File: src/rtl/core/random_range_generator_assert.svh
// Assertion macros for the random range generator.
`ifndef RANDOM_RANGE_GENERATOR_ASSERT_SVH
`define RANDOM_RANGE_GENERATOR_ASSERT_SVH

// Consequent holds in the same cycle as the antecedent.
`define RRG_ASSERT_SAME(label, ante, cons) \
  label: assert property (@(posedge clk) disable iff (rst) (ante) |-> (cons)) \
    else $error("random_range_generator: same-cycle check failed");

// Consequent holds in the cycle after the antecedent.
`define RRG_ASSERT_NEXT(label, ante, cons) \
  label: assert property (@(posedge clk) disable iff (rst) (ante) |=> (cons)) \
    else $error("random_range_generator: next-cycle check failed");

`endif

File: src/rtl/core/rrg_pkg.sv
// Shared constants and types for the random range generator.
package rrg_pkg;

  localparam int unsigned DATA_W       = 32;
  localparam int unsigned CNT_W        = $clog2(DATA_W);
  localparam logic [31:0] LCG_MUL      = 32'd214013;
  localparam logic [31:0] LCG_ADD      = 32'd2531011;
  localparam int unsigned TEMPER_SHIFT = 15;

  typedef struct packed {
    logic busy;
    logic done;
  } rem_status_t;

endpackage

File: src/rtl/core/rrg_rem_unit.sv
// Bit-serial restoring remainder unit, one quotient bit per cycle.
module rrg_rem_unit (
  input  logic                        clk,
  input  logic                        rst,
  input  logic                        start,
  input  logic [rrg_pkg::DATA_W-1:0]  dividend,
  input  logic [rrg_pkg::DATA_W-1:0]  divisor,
  output rrg_pkg::rem_status_t        status,
  output logic [rrg_pkg::DATA_W-1:0]  remainder
);
  import rrg_pkg::*;

  logic [DATA_W-1:0] rem;
  logic [DATA_W-1:0] dvd;
  logic [DATA_W-1:0] dvs;
  logic [CNT_W-1:0]  cnt;
  logic              run;
  logic              done;
  logic [DATA_W:0]   shifted;
  logic [DATA_W:0]   diff;

  // A zero divisor always subtracts zero, so the remainder comes out as the
  // whole dividend.
  assign shifted = {rem, dvd[DATA_W-1]};
  assign diff    = shifted - {1'b0, dvs};

  always_ff @(posedge clk) begin
    if (rst) begin
      run  <= 1'b0;
      done <= 1'b0;
      cnt  <= '0;
    end else begin
      done <= 1'b0;
      if (start) begin
        run <= 1'b1;
        cnt <= CNT_W'(DATA_W - 1);
      end else if (run) begin
        cnt <= cnt - 1'b1;
        if (cnt == '0) begin
          run  <= 1'b0;
          done <= 1'b1;
        end
      end
    end
  end

  always_ff @(posedge clk) begin
    if (start) begin
      rem <= '0;
      dvd <= dividend;
      dvs <= divisor;
    end else if (run) begin
      rem <= diff[DATA_W] ? shifted[DATA_W-1:0] : diff[DATA_W-1:0];
      dvd <= {dvd[DATA_W-2:0], 1'b0};
    end
  end

  assign status.busy = run;
  assign status.done = done;
  assign remainder   = rem;

endmodule

File: src/rtl/core/random_range_generator.sv
// Top level of the random range generator: LCG seed, tempering and bounded draw.
// Each request carries two signed bounds in either order and returns one signed draw that
// lies between them, inclusive. The seed advances by one LCG step per request, is tempered
// by a shifted XOR and is reduced modulo the span by a serial remainder unit that retires
// one bit per cycle; a full 2^32 span uses the tempered value whole. From one input transfer
// to the next possible one, a request latches the bounds, does the LCG multiply and span,
// loads the remainder unit, runs 32 remainder steps and adds the lower bound into the output
// register. The input is stalled for that whole time, and a result waiting on a stalled output
// holds the block until taken. Writing cfg_wdata with cfg_we reloads the running seed;
// reset seeds it with zero.
module random_range_generator (
  input  logic               clk,
  input  logic               rst,
  input  logic               cfg_we,
  input  logic [31:0]        cfg_wdata,
  input  logic               in_valid,
  output logic               in_stall,
  input  logic signed [31:0] bound_a,
  input  logic signed [31:0] bound_b,
  output logic               out_valid,
  input  logic               out_stall,
  output logic signed [31:0] draw
);
  import rrg_pkg::*;

  typedef enum logic [2:0] {
    ST_IDLE,
    ST_MUL,
    ST_SETUP,
    ST_WAIT,
    ST_FIN
  } state_t;

  state_t              state;
  logic [DATA_W-1:0]   seed;
  logic [DATA_W-1:0]   a_reg;
  logic [DATA_W-1:0]   b_reg;
  logic [DATA_W-1:0]   low;
  logic [DATA_W-1:0]   span;
  logic [DATA_W-1:0]   seed_next;
  logic [DATA_W-1:0]   tempered;
  logic [DATA_W-1:0]   span_ab;
  logic [DATA_W-1:0]   span_ba;
  logic                a_lt_b;
  logic                in_xfer;
  logic                out_free;
  logic                rem_start;
  rem_status_t         rem_st;
  logic [DATA_W-1:0]   rem;
  logic [DATA_W-1:0]   draw_sum;

  assign in_stall  = (state != ST_IDLE);
  assign in_xfer   = in_valid && !in_stall;
  assign out_free  = !out_valid || !out_stall;
  assign rem_start = (state == ST_SETUP);

  assign seed_next = DATA_W'(seed * LCG_MUL) + LCG_ADD;
  assign tempered  = seed ^ (seed >> TEMPER_SHIFT);

  // Both spans in parallel; the signed compare picks one. Zero means 2^32.
  assign a_lt_b  = $signed(a_reg) < $signed(b_reg);
  assign span_ab = b_reg - a_reg + 1'b1;
  assign span_ba = a_reg - b_reg + 1'b1;

  assign draw_sum = low + rem;

  rrg_rem_unit u_rem (
    .clk       (clk),
    .rst       (rst),
    .start     (rem_start),
    .dividend  (tempered),
    .divisor   (span),
    .status    (rem_st),
    .remainder (rem)
  );

  always_ff @(posedge clk) begin
    if (rst) begin
      state     <= ST_IDLE;
      seed      <= '0;
      out_valid <= 1'b0;
    end else begin
      if (out_valid && !out_stall) begin
        out_valid <= 1'b0;
      end
      unique case (state)
        ST_IDLE: begin
          if (in_xfer) begin
            state <= ST_MUL;
          end
        end
        ST_MUL: begin
          seed  <= seed_next;
          state <= ST_SETUP;
        end
        ST_SETUP: begin
          state <= ST_WAIT;
        end
        ST_WAIT: begin
          if (rem_st.done) begin
            if (out_free) begin
              out_valid <= 1'b1;
              state     <= ST_IDLE;
            end else begin
              state <= ST_FIN;
            end
          end
        end
        ST_FIN: begin
          if (out_free) begin
            out_valid <= 1'b1;
            state     <= ST_IDLE;
          end
        end
        default: state <= ST_IDLE;
      endcase
      // reload the running seed; writes must arrive only while idle, which the block does not enforce
      if (cfg_we) begin
        seed <= cfg_wdata;
      end
    end
  end

  always_ff @(posedge clk) begin
    if (in_xfer) begin
      a_reg <= bound_a;
      b_reg <= bound_b;
    end
    if (state == ST_MUL) begin
      low  <= a_lt_b ? a_reg : b_reg;
      span <= a_lt_b ? span_ab : span_ba;
    end
    if ((state == ST_WAIT && rem_st.done) || state == ST_FIN) begin
      if (out_free) begin
        draw <= draw_sum;
      end
    end
  end

`include "random_range_generator_assert.svh"

  `RRG_ASSERT_NEXT(a_accept_busy, in_xfer, in_stall && state == ST_MUL)
  `RRG_ASSERT_SAME(a_done_in_wait, rem_st.done, state == ST_WAIT)
  `RRG_ASSERT_SAME(a_idle_unit_quiet, state == ST_IDLE, !rem_st.busy && !rem_st.done)
  `RRG_ASSERT_SAME(a_draw_in_range, $rose(out_valid), span == '0 || (draw - low) < span)

endmodule
File: config.mk
export PLATFORM = sky130hd
export DESIGN_NAME = random_range_generator
export DESIGN_NICKNAME = d
export VERILOG_FILES = /design/src/rtl/core/rrg_pkg.sv /design/src/rtl/core/rrg_rem_unit.sv /design/src/rtl/core/random_range_generator.sv
export VERILOG_INCLUDE_DIRS = /design/src /design/src/rtl/core
export SDC_FILE = /design/constraint.sdc
export NUM_CORES = 1
export LEC_CHECK = 0
export BUFFER_PORTS_ARGS = -buffer_cell sky130_fd_sc_hd__buf_4
export CORE_ASPECT_RATIO = 0.7
export CORE_UTILIZATION = 39
export CTS_BUF_LIST = sky130_fd_sc_hd__clkbuf_16
export DETAILED_ROUTE_END_ITERATION = 16
export GPL_TIMING_DRIVEN = 1
export PLACE_DENSITY = 0.54
export SLEW_MARGIN = 15
export SYNTH_ARGS = -nofsm -noshare
export SYNTH_HDL_FRONTEND = slang
export SYNTH_HIERARCHICAL = 1
export SYNTH_SLANG_ARGS = --single-unit
export TNS_END_PERCENT = 5
File: constraint.sdc
create_clock -name clk -period 12.9 [get_ports clk]
set_input_delay 0.645 -clock clk [delete_from_list [all_inputs] [get_ports clk]]
set_output_delay 0.645 -clock clk [all_outputs]
set_load 0.03 [all_outputs]
==> results of run 1 <==
-- cell type report --
type / instances / area [µm²] / share of cell area (%)
sequential: 299 / 8229 / 26.95
timing repair buffer: 145 / 1109 / 3.630
clock inverter: 30 / 325.3 / 1.065
inverter: 497 / 1867 / 6.114
multi-input combinational: 1914 / 16950 / 55.51
tap: 902 / 1129 / 3.696
clock buffer: 37 / 925.9 / 3.032
-- metrics by stage --
step                      hold slack (ns)  util, %
after floorplan                    0.4003        -
after global placement             0.4053    42.55
after detailed placement           0.4045    42.55
after CTS                          0.2114    44.37
after global routing               0.2194    44.41
final                              0.2539    44.41
-- path summary, 6_finish.rpt --
check	start	end	slack [ns]
setup / recovery	seed[12]	seed[30]	6.38
hold / removal	bound_b[2]	b_reg[2]	0.25
setup reg to reg	seed[12]	seed[30]	6.38
hold reg to reg	span[14]	u_rem/dvs[14]	0.42
-- cells in the final DEF (no fill, tap or decap), types with 7 or more instances in the layout --
cell       count
inv_1        500
ha_1         333
edfxtp_1     224
fa_1         198
nor2_1       177
nand2_1      173
a21oi_1      169
buf_4        144
o21ai_0      129
xnor2_1      114
dfxtp_1       74
xor2_1        64
a21o_1        50
clkbuf_16     37
nor3_1        33
mux2_2        32
nand3_1       30
o21a_1        25
nand2b_1      23
a31oi_1       21
o21bai_1      21
nor2b_1       20
a211oi_1      19
mux2i_1       18
a311oi_2      15
o211ai_1      14
or3_1         13
nand4_1       13
and3_1        12
nand2_2       11
nor3b_1        9
o21ai_1        9
o31ai_1        8
o211a_1        8
and2_1         7
or2_2          7
nand3b_1       7
-- per-layer routing --
| metal | wire, µm | global-route usage [%] | vias to the layer above |
|---|---|---|---|
| met3 | 5537 | 3.978 | 60 |
| met1 | 41560 | 35.87 | 9858 |
| met4 | 1017 | 3.849 | 0 |
| met5 | 0 | 0 | - |
| met2 | 27770 | 27.20 | 625 |
| li1 | - | - | 9658 |
-- critical path, delay by kind of cell, from the launching register on --
family                     cells  cell delay (ns)
AOI/OAI and AO/OA              6             1.94
adders and majority gates      7             3.21
buffers and inverters          4             0.28
DFF                            1             0.78
and+or+nand+nor                2             0.17
==> impl_results.md, run 1 <==
- Outcome: completed
- Fin. Hold Viols: 0
- Critical Path Most Common Cell: fa_1
- Initial DRC count: 1,649
- Worst-Margin Slew: 1.131 ns
- Crit path capture type: flop
- DRC viols: 0
- Placement Cell Area: 0.02926 mm²
- Post-CTS Resized: 0
- Number of global-route vias before repair: 19,580
- Post-CTS setup buffer count: 0
- Final worst-path cycle share: 50.55%
- P&R area growth vs syn: 11.43%
- Vias per std cell: 5.283
- Layout fillers: 6,564
- Worst Path Arrival: 6.96 ns
- Layout cell share with drive strength beyond 1: 10.61%
- Slowest cell on crit path: dfxtp_1
- Mapped Nets: 3,404
- Hold Path Class: primary input to flop
- Ant diodes: 0
- CP max FO: 9
- Antenna Violating Nets Remaining: 0
- Fin area: 0.03054 mm²
- Clock Sinks: 299
- WP data required: 13.34 ns
- Initial Util: 39.85%
- Worst setup SP type: flop
- Worst setup margin: 6.380 ns
- Cell Area, Synth: 0.02740 mm²
- Crit path time final: 6.520 ns
- Max clock buf depth: 3
- RSZ-0062 raised after global routing: no
- Dpl hpwl: 60.96 mm
- Standard-cell rows: 80
- Worst Path Class, Setup: flop to flop
- Pin count of the biggest net entering global routing: 108
- Hold_buf cts: 0
- Height of the die: 223.8 µm
- Via count: 20,200
- GRT overflow: 0
- CTS Buf Count: 37
- Clk Latency, worst-skew pair: 0.57 ns
- Number of cells after detailed placement: 3,756
- Global-route wire length before repair: 117.2 mm
- Post-DR wirelength/cell: 19.85 µm
- Ports: 135
- Final Non-Filler Cells: 3,824
- Worst Skew: 0.03281 ns
- R2R depth: 19
- Nets: 3,526
- Final Max Tran Viols: 0
- Mapped Cells: 2,772
- Setup TNS: 0 ns
- Die X: 318.8 µm
- Fmax: 0.1534 GHz
- Hold depth: 1
- Final setup fails: 0
- Drt pass-1 iters: 6
- Initial antenna violation count: 5
- Max_cap viols: 0
- Setup WS pre-CTS: 6.501 ns
- Slew headroom: 24.32%
- Synthesis Warnings: 6
- CP cell instances: ha_1 > inv_1 > fa_1 > fa_1 > fa_1 > inv_1 > fa_1 > inv_1 > fa_1 > inv_1 > ha_1 > a211oi_1 > o21ai_0 > a41oi_1 > nor2_1 > o31ai_1 > a211oi_1 > o41ai_1 > nor2_1
- I/O Buffers: 134
- GP Congestion: 0.9268
- Total track usage: 21.31%
- CTS tree: done
- Core Box Area: 0.06877 mm²
- Mapped Avg Cell Area: 9.885 µm²
- Worst path max stage delay: 0.78 ns
- H-tree levels: 2
- CTS root buffer: clkbuf_16
- Final WL: 75.89 mm
- Clock-pin slew on the worst setup and hold paths: 0.07 ns
- Die area: 0.07134 mm²
Power of run 1 is left out: the tool's default activity adds up to more than one toggle a clock period on the data nets, which glitch-free logic cannot reach.
==> inputs of run 2 (changes only) <==
clock period = 6 ns   (was 12.9 ns; I/O delays follow)
==> run 2 against run 1 <==
Effect of this change:
- utilization increased by 1.8 points
- fmax is 12% higher
- flip-flop and latch count did not move
- cell count grew 3.4%
- wire length up 5.3%
- first-iteration DRC count grew 1.9%
- worst hold slack got worse by 0.21 ns
- final area up 4.1%
- count of clock-buffer cells in the layout increased by 2
==> impl_results.md, run 2 (synthesis gave the netlist of run 1 again) <==
- Number of global-route vias before repair: 20,420 (+4.3%)
- DRC viols: 0 (unchanged)
- CTS tree: done
- Drt pass-1 iters: 5 (-1)
- Hold Path Class: primary input to flop
- Clock-pin slew on the worst setup and hold paths: 0.07 ns (about the same)
- Nets: 3,658 (+3.7%)
- Crit path time final: 5.817 ns (-0.7035 ns)
- Max_cap viols: 0 (unchanged)
- Final Max Tran Viols: 0 (unchanged)
- Layout fillers: 6,425 (-2.1%)
- Worst reg2reg path startpoint: seed[2]
- GP Congestion: 0.9417 (+1.6%)
- Total track usage: 22.50% (+1.2 points)
- Dpl hpwl: 64.48 mm (+5.8%)
- CTS root buffer: clkbuf_16
- Setup WS pre-CTS: -0.05701 ns (-6.558 ns)
- I/O Buffers: 134 (unchanged)
- Ant diodes: 0 (unchanged)
- Worst-Margin Slew: 1.139 ns (+0.007530 ns)
- Ports: 135 (unchanged)
- Via count: 20,620 (+2.1%)
- Final WL: 79.93 mm (+5.3%)
- Clk Latency, worst-skew pair: 0.57 ns (about the same)
- Outcome: completed
- Hold path startpoint: cfg_wdata[21]
- Vias per std cell: 5.213 (-1.3%)
- GRT overflow: 0 (unchanged)
- Fmax: 0.1719 GHz (+12%)
- Worst setup SP type: flop
- Antenna Violating Nets Remaining: 0 (unchanged)
- Most common cell after layout, fill and taps aside: inv_1
- Initial DRC count: 1,680 (+1.9%)
- CTS Buf Count: 37 (unchanged)
- Height of the die: 223.8 µm (unchanged)
- Initial Util: 39.85% (unchanged)
- Worst setup margin: 0.1830 ns (-6.197 ns)
- Final setup fails: 0 (unchanged)
- H-tree levels: 2 (unchanged)
- Global-route wire length before repair: 122.6 mm (+4.5%)
- Slew headroom: 23.30% (-1.0 points)
- Initial antenna violation count: 5 (unchanged)
- Final worst-path cycle share: 96.95% (+46 points)
- Die X: 318.8 µm (unchanged)
- Standard-cell rows: 80 (unchanged)
- Die area: 0.07134 mm² (unchanged)
- Worst Skew: 0.02592 ns (-0.006888 ns)
- Fin. Hold Viols: 0 (unchanged)
- Worst Path Arrival: 6.27 ns (-0.69 ns)
- WP data required: 6.45 ns (-6.89 ns)
- Pin count of the biggest net entering global routing: 81 (-25%)
- Setup crit start: seed[2]
- P&R area growth vs syn: 16.00%
- Most frequent cells in the layout: inv_1, ha_1, edfxtp_1
- Layout cell share with drive strength beyond 1: 12.74% (+2.1 points)
- Post-DR wirelength/cell: 20.21 µm (+1.8%)
- Max clock buf depth: 3 (unchanged)
- Worst Path Class, Setup: flop to flop
- RSZ-0062 raised after global routing: yes
- Clock Sinks: 299 (unchanged)
- Crit path capture type: flop
- Core Box Area: 0.06877 mm² (unchanged)
- CP max FO: 8 (-1)
-- run 2: cell count changes in the layout (fill, tap and decap cells not counted), sizes merged --
| cell | before | now |
|---|---|---|
| inv | 505 | 501 |
| clkinv | 12 | 14 |
| dlygate4sd3 | 0 | 80 |
| bufinv | 6 | 5 |
| clkbuf | 37 | 39 |
| buf | 145 | 197 |
-- run 2: metal layers --
layer | global-route usage, % | wire length, µm
met1 | 37.67 | 44160
met2 | 28.32 | 28740
met3 | 4.719 | 5866
met4 | 4.519 | 1163
met5 | 0 | 0
-- run 2: final timing paths --
| check | endpoint | slack, ns | cells past startpoint |
|---|---|---|---|
| worst max-delay path | seed[25] | 0.18 | 22 |
| worst min-delay path | seed[21] | 0.04 | 3 |
| worst max register to register | seed[25] | 0.18 | 22 |
| worst min register to register | u_rem/dvs[6] | 0.42 | 0 |
-- run 2: cell type report --
class | count | area, µm² | share of cell area (%)
Sequential cell | 299 | 8245 | 25.94
Tap cell | 902 | 1129 | 3.550
Clock inverter | 27 | 277.8 | 0.8738
Clock buffer | 39 | 975.9 | 3.070
Timing Repair Buffer | 277 | 2280 | 7.172
Inverter | 497 | 1867 | 5.873
Multi-Input combinational cell | 1914 | 17010 | 53.52
-- run 2: repair_timing --
| action | in CTS | in global routing |
|---|---|---|
| setup endpoints to repair | 1 | 17 |
| hold buffers | 80 | 0 |
| setup buffers | 0 | 0 |
| endpoints found under the hold margin | 80 | 0 |
| gates resized for setup | 1 | 31 |
| pin swaps | 0 | 4 |
-- run 2: worst max-delay path, cell delays in order, from the launching register on --
cell      delay (ns)
dfxtp_1         0.54
fa_2            0.44
xor2_1          0.19
ha_1            0.16
a21oi_1         0.04
fa_1            0.49
inv_1           0.05
ha_1            0.28
inv_1           0.07
fa_1            0.44
fa_1            0.55
inv_1           0.04
ha_1            0.36
nand4_1         0.11
o22ai_1         0.35
o221a_2         0.35
o21a_1          0.18
a21oi_1         0.08
buf_4           0.17
o311ai_0        0.41
xnor2_1         0.17
o21ai_0         0.09
o211a_1         0.13
-- run 2: through the flow --
stage	setup TNS [ns]	utilization, %	area [µm²]	hold WS (ns)	instances
final	0	46.22	31790	0.04078	3955
after global routing	-0.02465	46.22	31790	0.01892	3955
after CTS	0	46.12	31710	0.0002139	3955
after detailed placement	-0.05701	43.12	29650	0.4045	3809
after global placement	-0.09205	43.12	29650	0.4026	3809
after floorplan	0	-	27400	0.3724	2772
Power of run 2 is left out for the same reason.
